--- config.mk ---
export PLATFORM = sky130hd
export DESIGN_NAME = pfb_decode
export DESIGN_NICKNAME = d
export VERILOG_FILES = /design/src/rtl/core/page_framebuffer_pixel_engine_defines.svh /design/src/rtl/core/pfb_pkg.sv /design/src/rtl/core/pfb_decode.sv
export SDC_FILE = /design/constraint.sdc
export NUM_CORES = 1
export LEC_CHECK = 0
export BUFFER_PORTS_ARGS = -buffer_cell sky130_fd_sc_hd__buf_2
export CORE_AREA = 2 2 39 41
export DETAILED_ROUTE_END_ITERATION = 7
export DIE_AREA = 0 0 41 43
export PLACE_DENSITY = 0.86
export SLEW_MARGIN = 20
export SYNTH_ARGS = -nofsm -noshare
export SYNTH_HDL_FRONTEND = slang
export SYNTH_SLANG_ARGS = --single-unit
export TNS_END_PERCENT = 20
--- constraint.sdc ---
create_clock -name vclk -period 0.94
set_input_delay 0 -clock vclk [all_inputs]
set_output_delay 0 -clock vclk [all_outputs]
set_load 0.02 [all_outputs]
--- src/rtl/core/page_framebuffer_pixel_engine_defines.svh ---
// Assertion macros for the page framebuffer pixel engine.
`ifndef PAGE_FRAMEBUFFER_PIXEL_ENGINE_DEFINES_SVH
`define PAGE_FRAMEBUFFER_PIXEL_ENGINE_DEFINES_SVH

// Same-cycle implication, disabled while reset is held.
`define PFB_ASSERT_IMP(lbl, clk, rst_n, ante, cons) \
    lbl: assert property (@(posedge clk) disable iff (!(rst_n)) (ante) |-> (cons)) \
        else $error("pfb assertion failed");

// Next-cycle implication, disabled while reset is held.
`define PFB_ASSERT_NXT(lbl, clk, rst_n, ante, cons) \
    lbl: assert property (@(posedge clk) disable iff (!(rst_n)) (ante) |=> (cons)) \
        else $error("pfb assertion failed");

`endif

--- src/rtl/core/pfb_pkg.sv ---
// Shared types and constants for the page framebuffer pixel engine.
package pfb_pkg;

    // Operation codes; the fourth code is unused and only loads a result with updated clear.
    typedef enum logic [1:0] {
        OP_PIXEL = 2'd0,
        OP_BYTE  = 2'd1,
        OP_FILL  = 2'd2
    } t_op;

    typedef enum logic [1:0] {
        ST_CLEAR,
        ST_IDLE,
        ST_PIXEL,
        ST_FILL
    } t_state;

    // Pixel bit for row 0 of a page.
    localparam logic [7:0] PIX_BIT0 = 8'h01;

    // Decoded pixel op, carried from decode into the read-modify-write stage.
    typedef struct packed {
        logic [2:0] page;
        logic [6:0] column;
        logic [7:0] mask;
        logic       color;
    } t_pix_info;

endpackage

--- src/rtl/core/pfb_decode.sv ---
// Coordinate clamping, range check and address generation.
module pfb_decode
    import pfb_pkg::*;
#(
    parameter int PAGES   = 8,
    parameter int COLUMNS = 128,
    parameter int AW      = 10
) (
    input  logic [7:0]    i_pixel_x,
    input  logic [7:0]    i_pixel_y,
    input  logic          i_color,
    input  logic [7:0]    i_page_index,
    input  logic [7:0]    i_column_index,
    output logic [AW-1:0] o_pix_addr,
    output t_pix_info     o_pix_info,
    output logic [AW-1:0] o_byte_addr,
    output logic          o_byte_ok
);

    localparam logic [7:0] XMAX = 8'(COLUMNS - 1);
    localparam logic [7:0] YMAX = 8'(PAGES * 8 - 1);

    logic [7:0] x_c;
    logic [7:0] y_c;

    assign x_c = (i_pixel_x > XMAX) ? XMAX : i_pixel_x;
    assign y_c = (i_pixel_y > YMAX) ? YMAX : i_pixel_y;

    // page = y / 8, bit = y mod 8
    assign o_pix_addr = AW'(y_c[7:3]) * AW'(COLUMNS) + AW'(x_c);

    assign o_pix_info.page   = y_c[5:3];
    assign o_pix_info.column = x_c[6:0];
    assign o_pix_info.mask   = PIX_BIT0 << y_c[2:0];
    assign o_pix_info.color  = i_color;

    assign o_byte_ok   = ({1'b0, i_page_index} < 9'(PAGES))
                      && ({1'b0, i_column_index} < 9'(COLUMNS));
    assign o_byte_addr = AW'(i_page_index) * AW'(COLUMNS) + AW'(i_column_index);

endmodule

# [Yosys cells after proc, flatten, opt, wreduce, memory -nomap -nowiden]
# Cells that the tools add are included.
# W data, S select, Z words.
[word_totals] ff_bits=0 latch_bits=0 mem_bits_rw=0 rom_bits=0 in_bits=33 out_inout_bits=40 word_cells=10 memories=0
[classes] addsub=2 mul=0 div=0 n_lt_le_gt_ge=4 eq_ne=0 shifts=1 mux=2 bitwise=0 reduce_logical=1
[op_table] cell="$add A10 B8 Y10" n=2
[op_table] cell="$gt A8 B6 Y1 const B" n=1
[op_table] cell="$gt A8 B7 Y1 const B" n=1
[op_table] cell="$lt A8 B4 Y1 const B" n=1
[op_table] cell="$lt A8 B8 Y1 const B" n=1
[op_table] cell="$mux W8" n=1
[op_table] cell="$shl A1 B3 Y8 const A" n=1
[op_table] cell="$mux W6" n=1
[op_table] cell="$logic_and A1 B1 Y1" n=1

# [Logic depth before layout (Yosys ltp)]
# Gate-level depths: netlist of the first run.
[logic_depth] ltp_word=3 mapped_depth=4 depth_no_buf=4

# [Least setup slack after synthesis of the first run]
# No wires, ideal clock.
[synth_path] kind="input port to output port" startpoint="input port i_pixel_y[3]" endpoint="output port o_pix_addr[7]" arrival_time_ns=0.896 required_time_ns=0.940 path_slack_ns=0.044 path_stages=2 path_buffers=0 cell_sequence="or3_1 -> ha_1"
[synth_between] elab_chain_cells=3
[synth_rtl] element="from (decl)" line_no="pfb_decode.sv:10" rtl="input logic [7:0] i_pixel_y,"
[synth_rtl] element="$gt A8 B6 Y1" line_no="pfb_decode.sv:27" rtl="assign y_c = (i_pixel_y > YMAX) ? YMAX : i_pixel_y;"
[synth_rtl] element="$mux W6 *" line_no="pfb_decode.sv:27"
[synth_rtl] element="$add A10 B8 Y10 *" line_no="pfb_decode.sv:30" rtl="assign o_pix_addr = AW'(y_c[7:3]) * AW'(COLUMNS) + AW'(x_c);"
[synth_rtl] element="to (decl)" line_no="pfb_decode.sv:14" rtl="output logic [AW-1:0] o_pix_addr,"
# Mark *: on every way between the ends. The rest lies on a longest branch, timed or not.

# [Worst setup path after layout of the first run]
[layout_path] startpoint="input port i_pixel_y[6]" endpoint="output port o_pix_addr[8]"
[layout_between] elab_chain_cells=3
[layout_rtl] element="$gt A8 B6 Y1" line_no="pfb_decode.sv:27"
[layout_rtl] element="$mux W6" line_no="pfb_decode.sv:27"
[layout_rtl] element="$add A10 B8 Y10" line_no="pfb_decode.sv:30"
# Every way passes these cells.

==> reports/metrics.cfg, run 1 <==
[global_route]
global_route.overflow_total = 0
antenna_found_initial = 0
maximum_number_of_pins_on_one_net_before_global_route_repair = 8
globalRouteTotalUtil_pct = 8.69
global_route_wire_length_before_repair_um = 1170
first_global_vias = 363

[finish]
area_used_by_multi_input_combinational_logic_um2 = 259
postLayoutCellArea_um2 = 579
area.growth.synth_to_final_pct = 69.0
antenna_cells = 0
final_layout_size_suffix_gt1_share_pct = 78.7
num-nets-final = 128
final.clkbuf_count = 0
filler_cell_count = 140
layout.area.seq_um2 = 0
n_sequential_cell = 0

[floorplan]
die_width_um = 41
core_region_area_um2 = 1380
chipHeight_um = 43
fp.dieArea_um2 = 1760
initial_core_util_pct = 24.8
core.rowCount = 14
floorplan.io_pins = 73

[critical_path]
worst-path-max-fanout = 6
crit_path_cell_trace = buf_2, or3_4, ha_1, buf_6
setup.worst_path.start = i_pixel_y[6]
path_class = in2out
critPathSlowestCell = sky130_fd_sc_hd__or3_4
critical-path-top-delay-family = simple AND/OR/NAND/NOR gates
timing.critical_path.buf_inv = 2
critPathArrivalTime_ns = 0.92
worstSetupStartpointType = primary input
crit_required_ns = 0.94
setup.worst_path.end_class = output port
critical-path-max-stage-delay_ns = 0.36

[placed_design]
gp_congestion = 0.700
io_buffer_count = 57
hpwl_um = 852
detailed_place.area_um2 = 536

[sta]
timing_max_transition_violations_final = 0
final.hold.worst_slack_ns = 0.0000290
f_max_ghz = 1.09
period_minus_slack_ns = 0.916
final_hold_viol_count = 0
tns_ns = 0
report.final.setup_viol = 0
min_period_over_period_pct = 97.5

[power_and_ir_drop]
p_sw_mw = 0.173
seq_power_share_pct = 0
p_leak_nw = 0.320
max-vdd-ir-drop_uv = 233
comb_power_share_pct = 100.0
fraction_of_power_spent_switching_nets_pct = 56.3
cell_internal_pwr_mw = 0.134
finalPower_mw = 0.307
power_density_nw_per_um2 = 529
clkPwrFrac_pct = 0

[synth]
synthesized_net_count = 84
seq_area_frac_synth_pct = 0
syn_area_um2 = 343
number_of_cells_produced_by_synthesis = 47
synth.avg_cell_area_um2 = 7.29
synth_cell_types = 15
count_of_yosys_warnings_during_synthesis = 0

[hold_path]
timing.hold.worst.class = in2out
hp-start = i_column_index[4]

[route]
routedWlPerCell_um = 8.88
drt-pass1-iter-count = 1
finalWirelength_um = 932
drt_drc_violations_left = 0
detail_route.iter0.violations = 0
routed-via-count = 484
vias_per_cell = 4.61
postRouteAntennaNets = 0

[cts]
cts-hold-fix-buffers = 0
cts_post_setup_buffers_inserted = 0

[flow_run]
cap_violations = 0

[status]
run_status = finished clean

## worst paths after layout
kind,to,cells after the start
max,o_pix_addr[8],4
min,o_byte_addr[4],0
## cell families (layout without fill, tap and decap cells)
group	count (synthesis)	in the layout	synth area share [%]
AOI/OAI and AO/OA	1	1	2.92
xor gates and xnor gates	2	2	5.11
adders and majority gates	4	4	14.6
buffers and inverters	15	57	32.8
other	1	1	1.09
and+or+nand+nor	24	24	43.4
## cells in the mapped netlist
| cell | number | area share, % |
|---|---|---|
| sky130_fd_sc_hd__buf_4 | 15 | 33 |
| sky130_fd_sc_hd__or2_2 | 7 | 13 |
| sky130_fd_sc_hd__nor2_1 | 5 | 5.5 |
| sky130_fd_sc_hd__ha_1 | 4 | 15 |
| sky130_fd_sc_hd__or3_1 | 3 | 5.5 |
| sky130_fd_sc_hd__nand2b_1 | 2 | 3.6 |
| sky130_fd_sc_hd__nor3_1 | 2 | 2.9 |
| sky130_fd_sc_hd__xor2_1 | 2 | 5.1 |
| sky130_fd_sc_hd__a311o_1 | 1 | 2.9 |
| sky130_fd_sc_hd__conb_1 | 1 | 1.1 |
| sky130_fd_sc_hd__nand2_1 | 1 | 1.1 |
| sky130_fd_sc_hd__nor3_2 | 1 | 2.9 |
| sky130_fd_sc_hd__or3_4 | 1 | 3.3 |
| sky130_fd_sc_hd__or3b_1 | 1 | 2.6 |
| sky130_fd_sc_hd__or4_4 | 1 | 3.3 |
## layout make-up
cell class,instances,area share [%]
Multi-Input combinational cell,32,44.7
Tap cell,16,3.46
Timing Repair Buffer,57,51.8
## power by group through the flow
| stage | Sequential, mW | Clock [mW] | Combinational [mW] |
|---|---|---|---|
| after global routing | 0 | 0 | 0.335 |
| after global placement | 0 | 0 | 0.278 |
| after floorplan | 0 | 0 | 0.232 |
| final | 0 | 0 | 0.307 |
| after CTS | 0 | 0 | 0.290 |
| after detailed placement | 0 | 0 | 0.284 |
## routing by layer
layer / track usage, % / wire [µm] / up-vias
met1: 5.38 / 260 / 203
met4: 0 / 0 / 0
met5: 0 / 0 / -
li1: - / - / 229
met3: 0.524 / 238 / 0
met2: 21.6 / 434 / 52
## stage by stage
stage / setup slack [ns] / util (%) / std cells
finish: 0.0239 / 41.9 / 105
global route: -0.00153 / 41.9 / 105
CTS: 0.00657 / 39.1 / 105
detailed placement: -0.0236 / 38.7 / 105
global placement: -0.00511 / 38.7 / 105
floorplan: 0.0436 / - / 47
## what timing repair did
action / 4_1_cts / 5_1_grt
gates cloned: 0 / 0
setup endpoints to repair: 2 / 3
resized for setup: 2 / 7
pin swaps: 3 / 0
## cell usage in the layout (no fill, tap or decap)
cell type                  instances
sky130_fd_sc_hd__buf_4             1
sky130_fd_sc_hd__nor2_1            5
sky130_fd_sc_hd__ha_4              1
sky130_fd_sc_hd__nand2b_1          2
sky130_fd_sc_hd__conb_1            1
sky130_fd_sc_hd__nand2_1           1
sky130_fd_sc_hd__xor2_1            2
sky130_fd_sc_hd__a311o_1           1
sky130_fd_sc_hd__or4_4             1
sky130_fd_sc_hd__ha_1              3
sky130_fd_sc_hd__nor3_4            1
sky130_fd_sc_hd__or2_2             7
sky130_fd_sc_hd__or3_4             3
sky130_fd_sc_hd__nor3_1            2
sky130_fd_sc_hd__buf_6             2
sky130_fd_sc_hd__buf_2            54
sky130_fd_sc_hd__or3b_1            1
sky130_fd_sc_hd__or3_1             1
Power figures use the tool's default switching activity.
==> run 2: changes to the inputs <==
--- a/config.mk
+++ b/config.mk
@@ -5,11 +5,11 @@
 export SDC_FILE = /design/constraint.sdc
 export NUM_CORES = 1
 export LEC_CHECK = 0
+export ABC_AREA = 1
 export BUFFER_PORTS_ARGS = -buffer_cell sky130_fd_sc_hd__buf_2
-export CORE_AREA = 2 2 39 41
+export CORE_UTILIZATION = 28
 export DETAILED_ROUTE_END_ITERATION = 7
-export DIE_AREA = 0 0 41 43
-export PLACE_DENSITY = 0.86
+export PLACE_DENSITY = 0.89
 export SLEW_MARGIN = 20
 export SYNTH_ARGS = -nofsm -noshare
 export SYNTH_HDL_FRONTEND = slang
==> reports/metrics.cfg, run 2 <==
[synth]
synth.avg_cell_area_um2 = 5.91  ; -19%
synth_top_area_cell = sky130_fd_sc_hd__buf_4
post_synth_main_area_contributors = sky130_fd_sc_hd__buf_4 31%, sky130_fd_sc_hd__ha_1 14%, sky130_fd_sc_hd__or2_2 12%
count_of_yosys_warnings_during_synthesis = 0  ; unchanged
synth_cell_types = 13  ; -2
post-synth-top-area-fraction_pct = 30.7  ; -2.1 points
synthMostInstantiatedCell = sky130_fd_sc_hd__buf_4
syn_area_um2 = 367  ; +6.9%
post_synth_most_frequent_cells = 15 x sky130_fd_sc_hd__buf_4, 10 x sky130_fd_sc_hd__nor2_1, 8 x sky130_fd_sc_hd__inv_1, 8 x sky130_fd_sc_hd__nand2_1, 7 x sky130_fd_sc_hd__or2_2
number_of_cells_produced_by_synthesis = 62  ; +32%
seq_area_frac_synth_pct = 0  ; unchanged
synthesized_net_count = 99  ; +18%

[global_route]
global_route_wire_length_before_repair_um = 1460  ; +25%
global_route.overflow_total = 0  ; unchanged
globalRouteTotalUtil_pct = 13.0  ; +4.4 points
first_global_vias = 423  ; +17%
maximum_number_of_pins_on_one_net_before_global_route_repair = 8  ; unchanged
antenna_found_initial = 0  ; unchanged

[critical_path]
critical-path-top-delay-family = adder cells
crit_required_ns = 0.94  ; about the same
crit_cells = 5  ; +1
critPathSlowestCell = sky130_fd_sc_hd__ha_1
path_class = in2out
worstSetupStartpointType = primary input
setup.worst_path.end_class = output port
worst-path-max-fanout = 5  ; -1
critical-path-max-stage-delay_ns = 0.30  ; -0.06 ns
critPathArrivalTime_ns = 0.82  ; -0.10 ns
timing.critical_path.buf_inv = 2  ; unchanged
critPathMostFrequentCell = sky130_fd_sc_hd__buf_2
crit_path_cell_trace = buf_2, nor2_4, nand2_1, ha_1, buf_2

[flow_run]
cap_violations = 0  ; unchanged

[finish]
num-nets-final = 144  ; +13%
antenna_cells = 0  ; unchanged
final_cell_mix = 57 x sky130_fd_sc_hd__buf_2, 10 x sky130_fd_sc_hd__nor2_1, 8 x sky130_fd_sc_hd__inv_1, 8 x sky130_fd_sc_hd__nand2_1, 7 x sky130_fd_sc_hd__or2_2
final.clkbuf_count = 0  ; unchanged
layout.cells.most_common = sky130_fd_sc_hd__buf_2
filler_cell_count = 118  ; -16%
final_layout_size_suffix_gt1_share_pct = 62.9  ; -16 points
n_sequential_cell = 0  ; unchanged
area_used_by_multi_input_combinational_logic_um2 = 224  ; -14%
layout.area.seq_um2 = 0  ; unchanged
area.growth.synth_to_final_pct = 53.9

[sta]
min_period_over_period_pct = 87.1  ; -10 points
report.final.setup_viol = 0  ; unchanged
tns_ns = 0  ; unchanged
f_max_ghz = 1.22  ; +12%
final_hold_viol_count = 0  ; unchanged
final.hold.worst_slack_ns = 0.00000779  ; -0.0000213 ns
timing_max_transition_violations_final = 0  ; unchanged
rsz0062_at_grt = false
period_minus_slack_ns = 0.819  ; -0.0973 ns

[cts]
cts_post_setup_buffers_inserted = 0  ; unchanged
cts.repair.resized = 0  ; -2
cts-hold-fix-buffers = 0  ; unchanged

[floorplan]
core_region_area_um2 = 1160  ; -16%
chipHeight_um = 38.2  ; -11%
die_width_um = 38.2  ; -6.9%
fp.dieArea_um2 = 1460  ; -17%
floorplan.io_pins = 73  ; unchanged
core.rowCount = 12  ; -2
initial_core_util_pct = 31.7  ; +6.9 points

[hold_path]
min_delay_path_depth = 0  ; unchanged
timing.hold.worst.class = in2out

[status]
run_status = finished clean

[route]
vias_per_cell = 4.45  ; -3.4%
detail_route.iter0.violations = 5  ; +5
finalWirelength_um = 946  ; +1.5%
routed-via-count = 530  ; +9.5%
drt_drc_violations_left = 0  ; unchanged
postRouteAntennaNets = 0  ; unchanged
routedWlPerCell_um = 7.95  ; -10%
drt-pass1-iter-count = 4  ; +3

[power_and_ir_drop]
power_density_nw_per_um2 = 523  ; -1.2%
p_leak_nw = 0.372  ; +16%
max-vdd-ir-drop_uv = 196  ; -16%

[placed_design]
io_buffer_count = 57  ; unchanged
hpwl_um = 893  ; +4.8%
gp_congestion = 0.668  ; -4.6%

## run 2: cell types whose count changed after synthesis, sizes merged, moves of 2 or more
cell	delta
inv	+8
nand2	+7
nand2b	-2
nand3	+4
nor2	+6
nor3	-2
or3	-4
## run 2: cell type report
class,instances,area share (%)
repair buffers,58,51.9
multi-input cells,39,39.7
inverters,8,5.32
well taps,14,3.10
## run 2: kinds of logic (layout without fill, tap and decap cells)
family        after synthesis  count (layout)  share of synthesized area, %
buf+inv                    23              66                          38.9
simple gates               33              33                          44.0
other cells                 1               1                          1.02
fa+ha+maj                   4               4                          13.7
xor+xnor                    1               1                          2.39
## run 2: routing by layer
layer  wire length, µm  vias up  part of all wire (%)  global-route usage (%)
li1                  -      261                     -                       -
met3               142        0                    15                   0.581
met2               527       47                    56                    33.1
met1               275      222                    29                    10.1
met4                 0        0                     0                       0
met5                 0        -                     0                       0
## run 2: path summary, 6_finish.rpt
| path | from | end | slack [ns] |
|---|---|---|---|
| worst max-delay path | i_pixel_y[7] | o_pix_addr[8] | 0.12 |
| worst min-delay path | i_column_index[4] | o_byte_addr[4] | 0.000008 |
## run 2: metrics by stage
stage	worst slack (ns)	total power, mW	cell area [µm²]	instances	utilization [%]
after floorplan	0.166	0.242	367	62	-
after global placement	0.169	0.290	564	119	48.8
after detailed placement	0.108	0.296	564	119	48.8
after CTS	0.108	0.297	564	119	48.8
after global routing	0.0724	0.324	564	119	48.8
final	0.121	0.295	564	119	48.8
## run 2: report_power, final
part / switching, mW / leakage [nW] / total (mW) / internal, mW
Combinational: 0.177 / 0.372 / 0.295 / 0.118
Sequential: 0 / 0 / 0 / 0
Clock: 0 / 0 / 0 / 0
Total: 0.177 / 0.372 / 0.295 / 0.118
